`config.mk`:
```
export PLATFORM = sky130hd
export DESIGN_NAME = piecewise_linear_interpolation
export DESIGN_NICKNAME = d
export VERILOG_FILES = /design/src/hdl/plin_pkg.sv /design/src/hdl/piecewise_linear_interpolation.sv /design/src/hdl/plin_ram.sv /design/src/hdl/plin_div.sv
export VERILOG_INCLUDE_DIRS = /design/src /design/src/hdl
export SDC_FILE = /design/constraint.sdc
export NUM_CORES = 2
export LEC_CHECK = 0
export BUFFER_PORTS_ARGS = -buffer_cell sky130_fd_sc_hd__buf_2
export CORE_AREA = 2 2 615 311
export CTS_BUF_LIST = sky130_fd_sc_hd__clkbuf_8
export DETAILED_ROUTE_END_ITERATION = 12
export DIE_AREA = 0 0 617 313
export PLACE_DENSITY_LB_ADDON = 0.3
export SETUP_SLACK_MARGIN = 0.1
export SLEW_MARGIN = 20
export SYNTH_ARGS = -nofsm -noshare
export SYNTH_HDL_FRONTEND = slang
export SYNTH_HIERARCHICAL = 1
export SYNTH_SLANG_ARGS = --single-unit
```
`constraint.sdc`:
```
create_clock -name clock -period 18.3 [get_ports clock]
set_input_delay 0.915 -clock clock [delete_from_list [all_inputs] [get_ports clock]]
set_output_delay 0.915 -clock clock [all_outputs]
set_load 0.005 [all_outputs]
```
`src/hdl/assert_macros.svh`:
```
// assertion macros shared by the interpolation block
// no dependencies; included by the files that carry assertions
`ifndef ASSERT_MACROS_SVH
`define ASSERT_MACROS_SVH

// same-cycle implication
`define ASSERT_IMPLIES(label, clk, rst, ante, cons) \
   label: assert property (@(posedge clk) disable iff (rst) (ante) |-> (cons)) \
      else $error("assertion failed");

// next-cycle implication
`define ASSERT_NEXT(label, clk, rst, ante, cons) \
   label: assert property (@(posedge clk) disable iff (rst) (ante) |=> (cons)) \
      else $error("assertion failed");

`endif

```
`src/hdl/plin_pkg.sv`:
```
// types and constants of the piecewise linear interpolation block
// no dependencies; used by the top level, the divider and the testbench
`timescale 1ns / 1ps

package plin_pkg;

   localparam int MAX_POINTS = 64;
   localparam int ADDR_W     = $clog2(MAX_POINTS);
   localparam int CNT_W      = 7;
   localparam int SEG_W      = 6;
   localparam int FRAC_W     = 16;
   localparam int DIV_STEPS  = FRAC_W + 1;
   localparam int STEP_W     = $clog2(DIV_STEPS + 1);

   localparam logic OP_LOAD  = 1'b0;
   localparam logic OP_QUERY = 1'b1;

   typedef struct packed {
      logic               op;
      logic [5:0]         entry_index;
      logic signed [15:0] x_value;
      logic signed [15:0] y_value;
      logic signed [15:0] query_point;
   } plin_req_type;

   typedef struct packed {
      logic signed [15:0] result_value;
      logic               in_range;
      logic [5:0]         segment_found;
   } plin_rsp_type;

   typedef struct packed {
      logic signed [15:0] x;
      logic signed [15:0] y;
   } plin_entry_type;

   localparam int ENTRY_W = $bits(plin_entry_type);

endpackage

```
`src/hdl/piecewise_linear_interpolation.sv`:
```
// top level of the piecewise linear interpolation block
// depends on plin_pkg, plin_ram, plin_div and assert_macros.svh
// ---------------------------------------------------------------------------
// Breakpoint table lookup with linear interpolation. A load request (op 0)
// writes one {x, y} breakpoint into a 64-entry ram and answers at once with
// an all-zero response. A query request (op 1) walks the segments (k, k+1)
// in order, one table read per cycle, and uses the first segment whose ends
// bracket the point in either order. The fraction mu = |p-x[k]|/|x[k+1]-x[k]|
// is formed by a bit-serial divider (16 fraction bits plus the whole bit),
// then one 17x18 multiply and an add give
// y[k] + floor((y[k+1]-y[k])*mu / 65536). A zero-length segment answers y[k].
// A query that finds no segment answers zero with in_range low. The block
// takes one request at a time. A query with fewer than two points in use
// misses without a table read. The scan is bound by the single ram read port
// and the fraction by the divider. The response sits in an output register,
// and no new request is taken while a response waits there under stall.
// The user must write point_count through csr_ only while the block is idle;
// the block itself does not enforce this. Values above 64 act as 64. Table
// entries read before being loaded give undefined results.
// ---------------------------------------------------------------------------
`timescale 1ns / 1ps
`include "assert_macros.svh"

module piecewise_linear_interpolation (
   input  logic                   clock,
   input  logic                   reset,
   // request channel
   input  logic                   req_valid,
   output logic                   req_stall,
   input  plin_pkg::plin_req_type req_data,
   // response channel
   output logic                   rsp_valid,
   input  logic                   rsp_stall,
   output plin_pkg::plin_rsp_type rsp_data,
   // point count register
   input  logic                   csr_wr_en,
   input  logic [6:0]             csr_wr_data
);

   // one-hot sequencer states
   typedef enum logic [5:0] {
      S_IDLE  = 6'b000001,   // waiting for a request
      S_FIRST = 6'b000010,   // entry 0 arriving from the ram
      S_SCAN  = 6'b000100,   // entry k+1 arriving, test segment k
      S_DIV   = 6'b001000,   // divider running
      S_MUL   = 6'b010000,   // multiply slope by fraction
      S_DONE  = 6'b100000    // hand response to the output register
   } state_type;

   state_type                          state_ff, state_in;
   logic [plin_pkg::CNT_W-1:0]         csr_ff, csr_in;
   logic [plin_pkg::ADDR_W-1:0]        k_ff, k_in;
   logic signed [15:0]                 xa_ff, xa_in;
   logic signed [15:0]                 ya_ff, ya_in;
   logic signed [15:0]                 p_ff, p_in;
   logic signed [16:0]                 dy_ff, dy_in;
   logic                               den_zero_ff, den_zero_in;
   logic                               hit_ff, hit_in;
   logic signed [34:0]                 prod_ff, prod_in;
   logic                               rsp_valid_ff, rsp_valid_in;
   plin_pkg::plin_rsp_type             rsp_data_ff, rsp_data_in;

   logic                               req_take;
   logic                               rsp_take;
   logic                               out_free;
   logic [plin_pkg::CNT_W-1:0]         count_sat;
   logic [plin_pkg::ADDR_W:0]          kp2;

   // table ram
   logic                               ram_wr_en;
   logic [plin_pkg::ADDR_W-1:0]        ram_rd_addr;
   plin_pkg::plin_entry_type           ram_wr_data;
   plin_pkg::plin_entry_type           ram_rd_data;
   logic [plin_pkg::ENTRY_W-1:0]       ram_rd_bits;

   // segment test
   logic signed [15:0]                 xb;
   logic signed [15:0]                 yb;
   logic                               bracket;
   logic signed [16:0]                 dpx;
   logic signed [16:0]                 dbx;
   logic [15:0]                        num;
   logic [15:0]                        den;

   // divider and final add
   logic                               div_start;
   logic                               div_done;
   logic [plin_pkg::FRAC_W:0]          quotient;
   logic [plin_pkg::FRAC_W:0]          mu;
   logic signed [plin_pkg::FRAC_W+1:0] mu_s;
   logic signed [18:0]                 scaled;
   logic signed [18:0]                 sum;

   assign req_take  = req_valid && !req_stall;
   assign rsp_take  = rsp_valid_ff && !rsp_stall;
   assign out_free  = !rsp_valid_ff || !rsp_stall;
   assign req_stall = (state_ff != S_IDLE) || !out_free;

   assign count_sat = (csr_ff > plin_pkg::CNT_W'(plin_pkg::MAX_POINTS))
                    ? plin_pkg::CNT_W'(plin_pkg::MAX_POINTS) : csr_ff;

   // address of the entry after the one arriving now
   assign kp2 = {1'b0, k_ff} + (plin_pkg::ADDR_W + 1)'(2);

   assign ram_wr_en   = req_take && (req_data.op == plin_pkg::OP_LOAD)
                        && (32'(req_data.entry_index) < plin_pkg::MAX_POINTS);
   assign ram_wr_data = '{x: req_data.x_value, y: req_data.y_value};

   always_comb begin
      case (state_ff)
         S_FIRST: ram_rd_addr = plin_pkg::ADDR_W'(1);
         S_SCAN:  ram_rd_addr = kp2[plin_pkg::ADDR_W-1:0];
         default: ram_rd_addr = '0;
      endcase
   end

   plin_ram #(
      .WIDTH (plin_pkg::ENTRY_W),
      .DEPTH (plin_pkg::MAX_POINTS)
   ) u_table (
      .clock   (clock),
      .wr_en   (ram_wr_en),
      .wr_addr (plin_pkg::ADDR_W'(req_data.entry_index)),
      .wr_data (ram_wr_data),
      .rd_addr (ram_rd_addr),
      .rd_data (ram_rd_bits)
   );

   assign ram_rd_data = ram_rd_bits;
   assign xb = ram_rd_data.x;
   assign yb = ram_rd_data.y;

   // ends included, either orientation
   assign bracket = ((xa_ff <= p_ff) && (xb >= p_ff)) || ((xa_ff >= p_ff) && (xb <= p_ff));

   // magnitudes fit 16 bits unsigned
   assign dpx = 17'(p_ff) - 17'(xa_ff);
   assign dbx = 17'(xb) - 17'(xa_ff);
   assign num = dpx[16] ? 16'(-dpx) : dpx[15:0];
   assign den = dbx[16] ? 16'(-dbx) : dbx[15:0];

   assign div_start = (state_ff == S_SCAN) && bracket;

   plin_div u_div (
      .clock    (clock),
      .reset    (reset),
      .start    (div_start),
      .num      (num),
      .den      (den),
      .done     (div_done),
      .quotient (quotient)
   );

   // zero-length segment: fraction zero gives y[k]
   assign mu      = den_zero_ff ? '0 : quotient;
   assign mu_s    = $signed({1'b0, mu});
   assign prod_in = dy_ff * mu_s;

   // arithmetic shift floors toward minus infinity
   assign scaled = $signed(prod_ff[34:16]);
   assign sum    = 19'(ya_ff) + scaled;

   always_comb begin
      state_in     = state_ff;
      csr_in       = csr_ff;
      k_in         = k_ff;
      xa_in        = xa_ff;
      ya_in        = ya_ff;
      p_in         = p_ff;
      dy_in        = dy_ff;
      den_zero_in  = den_zero_ff;
      hit_in       = hit_ff;
      rsp_valid_in = rsp_valid_ff && !rsp_take;
      rsp_data_in  = rsp_data_ff;

      if (csr_wr_en) begin
         csr_in = csr_wr_data;
      end

      case (state_ff)
         S_IDLE: begin
            if (req_take) begin
               if (req_data.op == plin_pkg::OP_LOAD) begin
                  rsp_valid_in = 1'b1;
                  rsp_data_in  = '0;
               end else begin
                  p_in   = req_data.query_point;
                  hit_in = 1'b0;
                  k_in   = '0;
                  if (count_sat < plin_pkg::CNT_W'(2)) begin
                     state_in = S_DONE;
                  end else begin
                     state_in = S_FIRST;
                  end
               end
            end
         end
         S_FIRST: begin
            xa_in    = ram_rd_data.x;
            ya_in    = ram_rd_data.y;
            state_in = S_SCAN;
         end
         S_SCAN: begin
            if (bracket) begin
               hit_in      = 1'b1;
               dy_in       = 17'(yb) - 17'(ya_ff);
               den_zero_in = (den == '0);
               state_in    = S_DIV;
            end else if (kp2 < count_sat) begin
               k_in  = k_ff + plin_pkg::ADDR_W'(1);
               xa_in = xb;
               ya_in = yb;
            end else begin
               state_in = S_DONE;
            end
         end
         S_DIV: begin
            if (div_done) begin
               state_in = S_MUL;
            end
         end
         S_MUL: begin
            state_in = S_DONE;
         end
         S_DONE: begin
            if (out_free) begin
               rsp_valid_in = 1'b1;
               if (hit_ff) begin
                  rsp_data_in.result_value  = sum[15:0];
                  rsp_data_in.in_range      = 1'b1;
                  rsp_data_in.segment_found = plin_pkg::SEG_W'(k_ff);
               end else begin
                  rsp_data_in = '0;
               end
               state_in = S_IDLE;
            end
         end
         default: begin
            state_in = S_IDLE;
         end
      endcase
   end

   always_ff @(posedge clock) begin
      if (reset) begin
         state_ff     <= S_IDLE;
         csr_ff       <= '0;
         rsp_valid_ff <= 1'b0;
         hit_ff       <= 1'b0;
      end else begin
         state_ff     <= state_in;
         csr_ff       <= csr_in;
         rsp_valid_ff <= rsp_valid_in;
         hit_ff       <= hit_in;
      end
      k_ff        <= k_in;
      xa_ff       <= xa_in;
      ya_ff       <= ya_in;
      p_ff        <= p_in;
      dy_ff       <= dy_in;
      den_zero_ff <= den_zero_in;
      prod_ff     <= prod_in;
      rsp_data_ff <= rsp_data_in;
   end

   assign rsp_valid = rsp_valid_ff;
   assign rsp_data  = rsp_data_ff;

   `ASSERT_IMPLIES(a_state_onehot, clock, reset, 1'b1, $onehot(state_ff))
   `ASSERT_IMPLIES(a_scan_in_table, clock, reset, state_ff == S_SCAN, kp2 <= count_sat)
   `ASSERT_IMPLIES(a_div_done_state, clock, reset, div_done, state_ff == S_DIV)
   `ASSERT_IMPLIES(a_mul_after_div, clock, reset, state_ff == S_MUL, $past(div_done))

endmodule

```
`src/hdl/plin_ram.sv`:
```
// generic single-write, single-read ram with registered read data
// no dependencies
`timescale 1ns / 1ps

module plin_ram #(
   parameter int WIDTH = 32,
   parameter int DEPTH = 64
) (
   input  logic                     clock,
   input  logic                     wr_en,
   input  logic [$clog2(DEPTH)-1:0] wr_addr,
   input  logic [WIDTH-1:0]         wr_data,
   input  logic [$clog2(DEPTH)-1:0] rd_addr,
   output logic [WIDTH-1:0]         rd_data
);

   logic [WIDTH-1:0] mem_ff [DEPTH];
   logic [WIDTH-1:0] rd_data_ff;

   always_ff @(posedge clock) begin
      if (wr_en) begin
         mem_ff[wr_addr] <= wr_data;
      end
      rd_data_ff <= mem_ff[rd_addr];
   end

   assign rd_data = rd_data_ff;

endmodule

```
`src/hdl/plin_div.sv`:
```
// restoring divider for the segment fraction, one quotient bit per cycle
// depends on plin_pkg and assert_macros.svh
`timescale 1ns / 1ps
`include "assert_macros.svh"

module plin_div (
   input  logic                       clock,
   input  logic                       reset,
   input  logic                       start,
   input  logic [15:0]                num,
   input  logic [15:0]                den,
   output logic                       done,
   output logic [plin_pkg::FRAC_W:0]  quotient
);

   logic                             busy_ff, busy_in;
   logic [plin_pkg::STEP_W-1:0]      cnt_ff, cnt_in;
   logic [16:0]                      rem_ff, rem_in;
   logic [15:0]                      den_ff, den_in;
   logic [plin_pkg::FRAC_W:0]        q_ff, q_in;
   logic                             fits;
   logic [16:0]                      rem_sub;

   // num <= den, so the partial remainder stays below twice den
   assign fits    = rem_ff >= {1'b0, den_ff};
   assign rem_sub = fits ? (rem_ff - {1'b0, den_ff}) : rem_ff;
   assign done    = busy_ff && (cnt_ff == plin_pkg::STEP_W'(1));

   always_comb begin
      busy_in = busy_ff;
      cnt_in  = cnt_ff;
      rem_in  = rem_ff;
      den_in  = den_ff;
      q_in    = q_ff;
      if (start) begin
         busy_in = 1'b1;
         cnt_in  = plin_pkg::STEP_W'(plin_pkg::DIV_STEPS);
         rem_in  = {1'b0, num};
         den_in  = den;
         q_in    = '0;
      end else if (busy_ff) begin
         cnt_in  = cnt_ff - plin_pkg::STEP_W'(1);
         rem_in  = {rem_sub[15:0], 1'b0};
         q_in    = {q_ff[plin_pkg::FRAC_W-1:0], fits};
         if (done) begin
            busy_in = 1'b0;
         end
      end
   end

   always_ff @(posedge clock) begin
      if (reset) begin
         busy_ff <= 1'b0;
         cnt_ff  <= '0;
      end else begin
         busy_ff <= busy_in;
         cnt_ff  <= cnt_in;
      end
      rem_ff <= rem_in;
      den_ff <= den_in;
      q_ff   <= q_in;
   end

   assign quotient = q_ff;

   `ASSERT_IMPLIES(a_busy_count, clock, reset, busy_ff, cnt_ff != '0)
   `ASSERT_NEXT(a_done_idle, clock, reset, done && !start, !busy_ff)
   `ASSERT_NEXT(a_start_busy, clock, reset, start, busy_ff)

endmodule

```
==> flow_summary.rst <==
.. list-table::
   :header-rows: 1

   * - Metric
     - Value
   * - Detailed placer's ending HPWL
     - 163,000 um
   * - TNS Setup
     - 0 ns
   * - Most area-hungry cell type in the Yosys netlist
     - edfxtp_1
   * - H-tree level count
     - 5
   * - Area of the core
     - 188,000 sq um
   * - Relative slew slack
     - 0.250
   * - Num CTS Buffers
     - 305
   * - Height of the die
     - between 300 and 400 um
   * - Parity-gate share of the synthesized area counting xor and xnor cells
     - 0.00998
   * - Detailed-route via count
     - 54,400
   * - Number of buffer cells added on primary ports
     - 91
   * - GR Util All Layers
     - 0.277
   * - Detail-routed via count per cell
     - 6.35
   * - Fraction of final layout cells with drive strength greater than 1
     - 0.206
   * - Setup bufs post-CTS
     - 0
   * - Number of fill cells in the layout
     - approximately 14,000
   * - Top FF cell, synth
     - edfxtp_1
   * - Adder-cell share of the synthesized area
     - 0.0729
   * - Summed instance area of the synthesized netlist
     - 99,200 sq um
   * - Worst setup skew after layout
     - 0.0828 ns
   * - Largest net degree at the start of global routing
     - 122
   * - Number of nets with antenna violations after routing
     - 0
   * - Fin Hold WS
     - 0.202 ns
   * - Post-Synthesis Cells
     - 5,537
   * - Clock tree from TritonCTS
     - yes
   * - Seq/Total Area, Yosys
     - 0.676
   * - Ratio of total power to cell area
     - 94.9 nW/um^2
   * - Wire length of the first global-routing pass
     - 381,000 um
   * - Layout-stage area growth over the synthesis result
     - 9.73%
   * - Final #Nets
     - 6,331
   * - Post-Syn Area per Cell
     - 17.9 sq um
   * - Static power due to leakage
     - 36.1 nW
   * - Combinational family with the most area after synthesis
     - multiplexers
   * - Sinks on the clock net
     - 2,262
   * - Fraction of synthesized cell area taken by the top area cell type
     - 0.658
   * - Startpoint type of the worst setup path
     - flop
   * - Share of synthesized cell area in and, or, nand and nor gates
     - 0.0466
   * - Shortest clock period the worst path allows after layout
     - ~7.9 ns
   * - RSZ-0062 raised after global routing
     - no
   * - Switch Pwr
     - 2.49 mW
   * - DRC marker count from the first detailed-route iteration
     - around 8,000
   * - Total of cells resized after clock tree synthesis
     - 0
   * - Clock Root Buffer
     - clkbuf_8
   * - Top Ports
     - 92
   * - Final WL
     - 267,000 um
   * - Internal power component
     - roughly 7.8 mW
   * - Number of rows created at floorplan
     - 113
   * - Worst path arrival time
     - between 8 and 9 ns
   * - Number of warning messages in the yosys log
     - 6
   * - Ratio of final minimum period to clock period
     - 0.433
   * - FFs w/ async S/R, synth
     - 0
   * - Post-layout total power
     - 10.3 mW
   * - Count of endpoints failing hold in the final timing report
     - 0
   * - Initial Utilization
     - 0.527
   * - Clock slew at the register clock pins of the worst setup and hold paths
     - 0.08 ns
   * - Type of destination of the critical path
     - flop
   * - Switching power share of the total
     - 0.241
   * - Post-route insts no fill
     - ~8,600
   * - Die Footprint
     - 193,000 sq um
   * - Number of register bits inferred by synthesis
     - 2,262
   * - Clock latency on the worst-skew pair
     - 0.94 ns
   * - Number of nets in the synthesized netlist
     - between 6,000 and 7,000
   * - Sequential cell fraction of total power
     - 0.560
   * - Number of global-route vias before repair
     - between 50,000 and 60,000
   * - Placer congestion estimate
     - between 0.8 and 0.9
   * - Synthesized-area fraction occupied by ao, oa, aoi and oai cells
     - 0.0331
   * - Run status
     - finished clean
   * - Cell depth of the worst hold path
     - 1
   * - Post-synth cell types
     - 84
   * - Clock Power Share
     - 0.347
   * - Final setup margin
     - approximately 10 ns
   * - Total placed cells including tap cells
     - 8,044
   * - Number of flops mapped to enable cells by yosys
     - around 2,200
   * - Antenna violations before repair
     - 21
   * - Remaining design rule violation count
     - 0
   * - Grt ovf
     - 0
   * - Number of pins exceeding their max-slew limit in the final report
     - 0
   * - CP Max Fanout
     - 18
   * - Combinational share of power
     - 0.093
   * - Multiplexer share of the synthesized area
     - 0.136
   * - Tightest Pin Transition
     - 1.12 ns
   * - Max_cap viols
     - 0
   * - Avg WL per Cell
     - 31.2 um
   * - Post-placement setup slack
     - 10.53 ns
   * - Hold bufs inserted after CTS
     - 0
   * - Classification of the worst setup path
     - flop to flop
   * - Buffers from clock root to sink, at most
     - 4
   * - Peak supply drop
     - 0.0651 mV
   * - Number of endpoints failing setup at the final stage
     - 0
   * - Fmax achieved
     - 0.126 GHz
   * - CP Data Required Time
     - ~19 ns
   * - Most frequent cells in the layout
     - edfxtp_1, mux4_2, inv_1
   * - Reg2reg path depth
     - 25
   * - Class of the tightest hold or removal check
     - primary input to flop
   * - First drt pass iteration count
     - 5
   * - Ranking of synthesized cells by area
     - edfxtp_1, mux4_2, fa_1, ha_1, dfxtp_1
   * - Most common cell after layout, fill and taps aside
     - edfxtp_1
   * - Die X-Extent
     - 617 um
-- stage by stage --
step / cell area [sq um] / utilization
floorplan: 99200 / -
global placement: 103000 / 0.549
detailed placement: 103000 / 0.549
CTS: 109000 / 0.578
global route: 109000 / 0.578
finish: 109000 / 0.578
-- routing by layer --
| metal | global-route usage | part of all wire | vias to the layer above |
|---|---|---|---|
| li1 | - | - | 22100 |
| met1 | 0.457 | 0.43 | 28300 |
| met2 | 0.348 | 0.39 | 3673 |
| met3 | 0.102 | 0.16 | 373 |
| met4 | 0.0550 | 0.019 | 22 |
| met5 | 0 | 0.00053 | - |
-- registers in the layout (all words and copies together) (netlist names), 17 cells and up --
signal           count
dy_ff               17
rsp_data            23
u_div/quotient      17
u_div/rem_ff        17
u_table/mem_ff    2048
u_table/rd_data     32
-- Yosys cell counts, types with 14 or more instances --
cell type and n:
a21o_1 17, a21oi_1 143, a22oi_1 16, and2_1 155, and3_1 25, buf_1 26
buf_2 61, buf_4 25, clkbuf_1 127, dfxtp_1 87, edfxtp_1 2175, fa_1 228
ha_1 213, inv_1 370, mux2i_1 123, mux4_2 544, nand2_1 230, nand2b_1 31
nand3_1 33, nand4_1 15, nor2_1 274, nor2b_1 59, nor3_1 44, o21a_1 15
o21ai_0 58, o221ai_1 27, o22ai_1 89, o31ai_1 14, xnor2_1 72, xor2_1 41
-- logic make-up after synthesis --
logic type	count (synthesis)
adder cells (fa/ha/maj)	441
AO/OA/AOI/OAI	496
buffers and inverters	614
AND/OR/NAND/NOR	941
multiplexers	670
XOR/XNOR	113
flip-flops	2262
-- critical path, stage by stage, from the launching register on --
cell,delay [ns]
edfxtp_1,0.61
nor2b_1,0.19
buf_4,0.26
nand2_1,0.12
fa_1,0.56
inv_1,0.05
fa_1,0.56
inv_1,0.07
fa_1,0.47
inv_1,0.05
fa_1,0.50
fa_1,0.55
inv_1,0.05
fa_1,0.53
inv_1,0.05
ha_1,0.21
nor4_1,0.78
o211ai_1,0.19
a211oi_1,0.79
o31a_1,0.36
o21ba_2,0.22
o311ai_1,0.11
nand2_1,0.15
o21bai_1,0.11
a21oi_1,0.19
xnor2_1,0.13
-- worst paths after layout --
kind	startpoint	end	slack, ns
min reg2reg	u_table/rd_data[5]$_DFF_P_	ya_ff[5]$_DFFE_PP_	0.44
min	req_data[0]	p_ff[0]$_DFFE_PP_	0.20
max reg2reg	den_zero_ff$_DFFE_PP_	prod_ff[30]$_DFF_P_	10.38
max	den_zero_ff$_DFFE_PP_	prod_ff[30]$_DFF_P_	10.38
-- power by group through the flow --
| stage | combinational (mW) | sequential [mW] | clock [mW] |
|---|---|---|---|
| floorplan | 0.640 | 5.88 | 0 |
| global placement | 0.921 | 5.90 | 0 |
| detailed placement | 0.940 | 5.90 | 0 |
| CTS | 0.946 | 5.79 | 3.63 |
| global route | 1.04 | 5.79 | 3.86 |
| finish | 0.959 | 5.79 | 3.58 |
-- final cells by class --
type	count	area [sq um]	area share
flip-flops and latches	2262	67100	0.616
multi-input cells	2661	30200	0.277
clock buffers	321	4420	0.0406
well taps	2530	3170	0.0291
repair buffers	223	1620	0.0149
inverters	370	1390	0.0128
clock inverters	206	1010	0.00929
diodes	4	10.0	0.0000919
No activity file was read; power rests on OpenSTA's default activity.
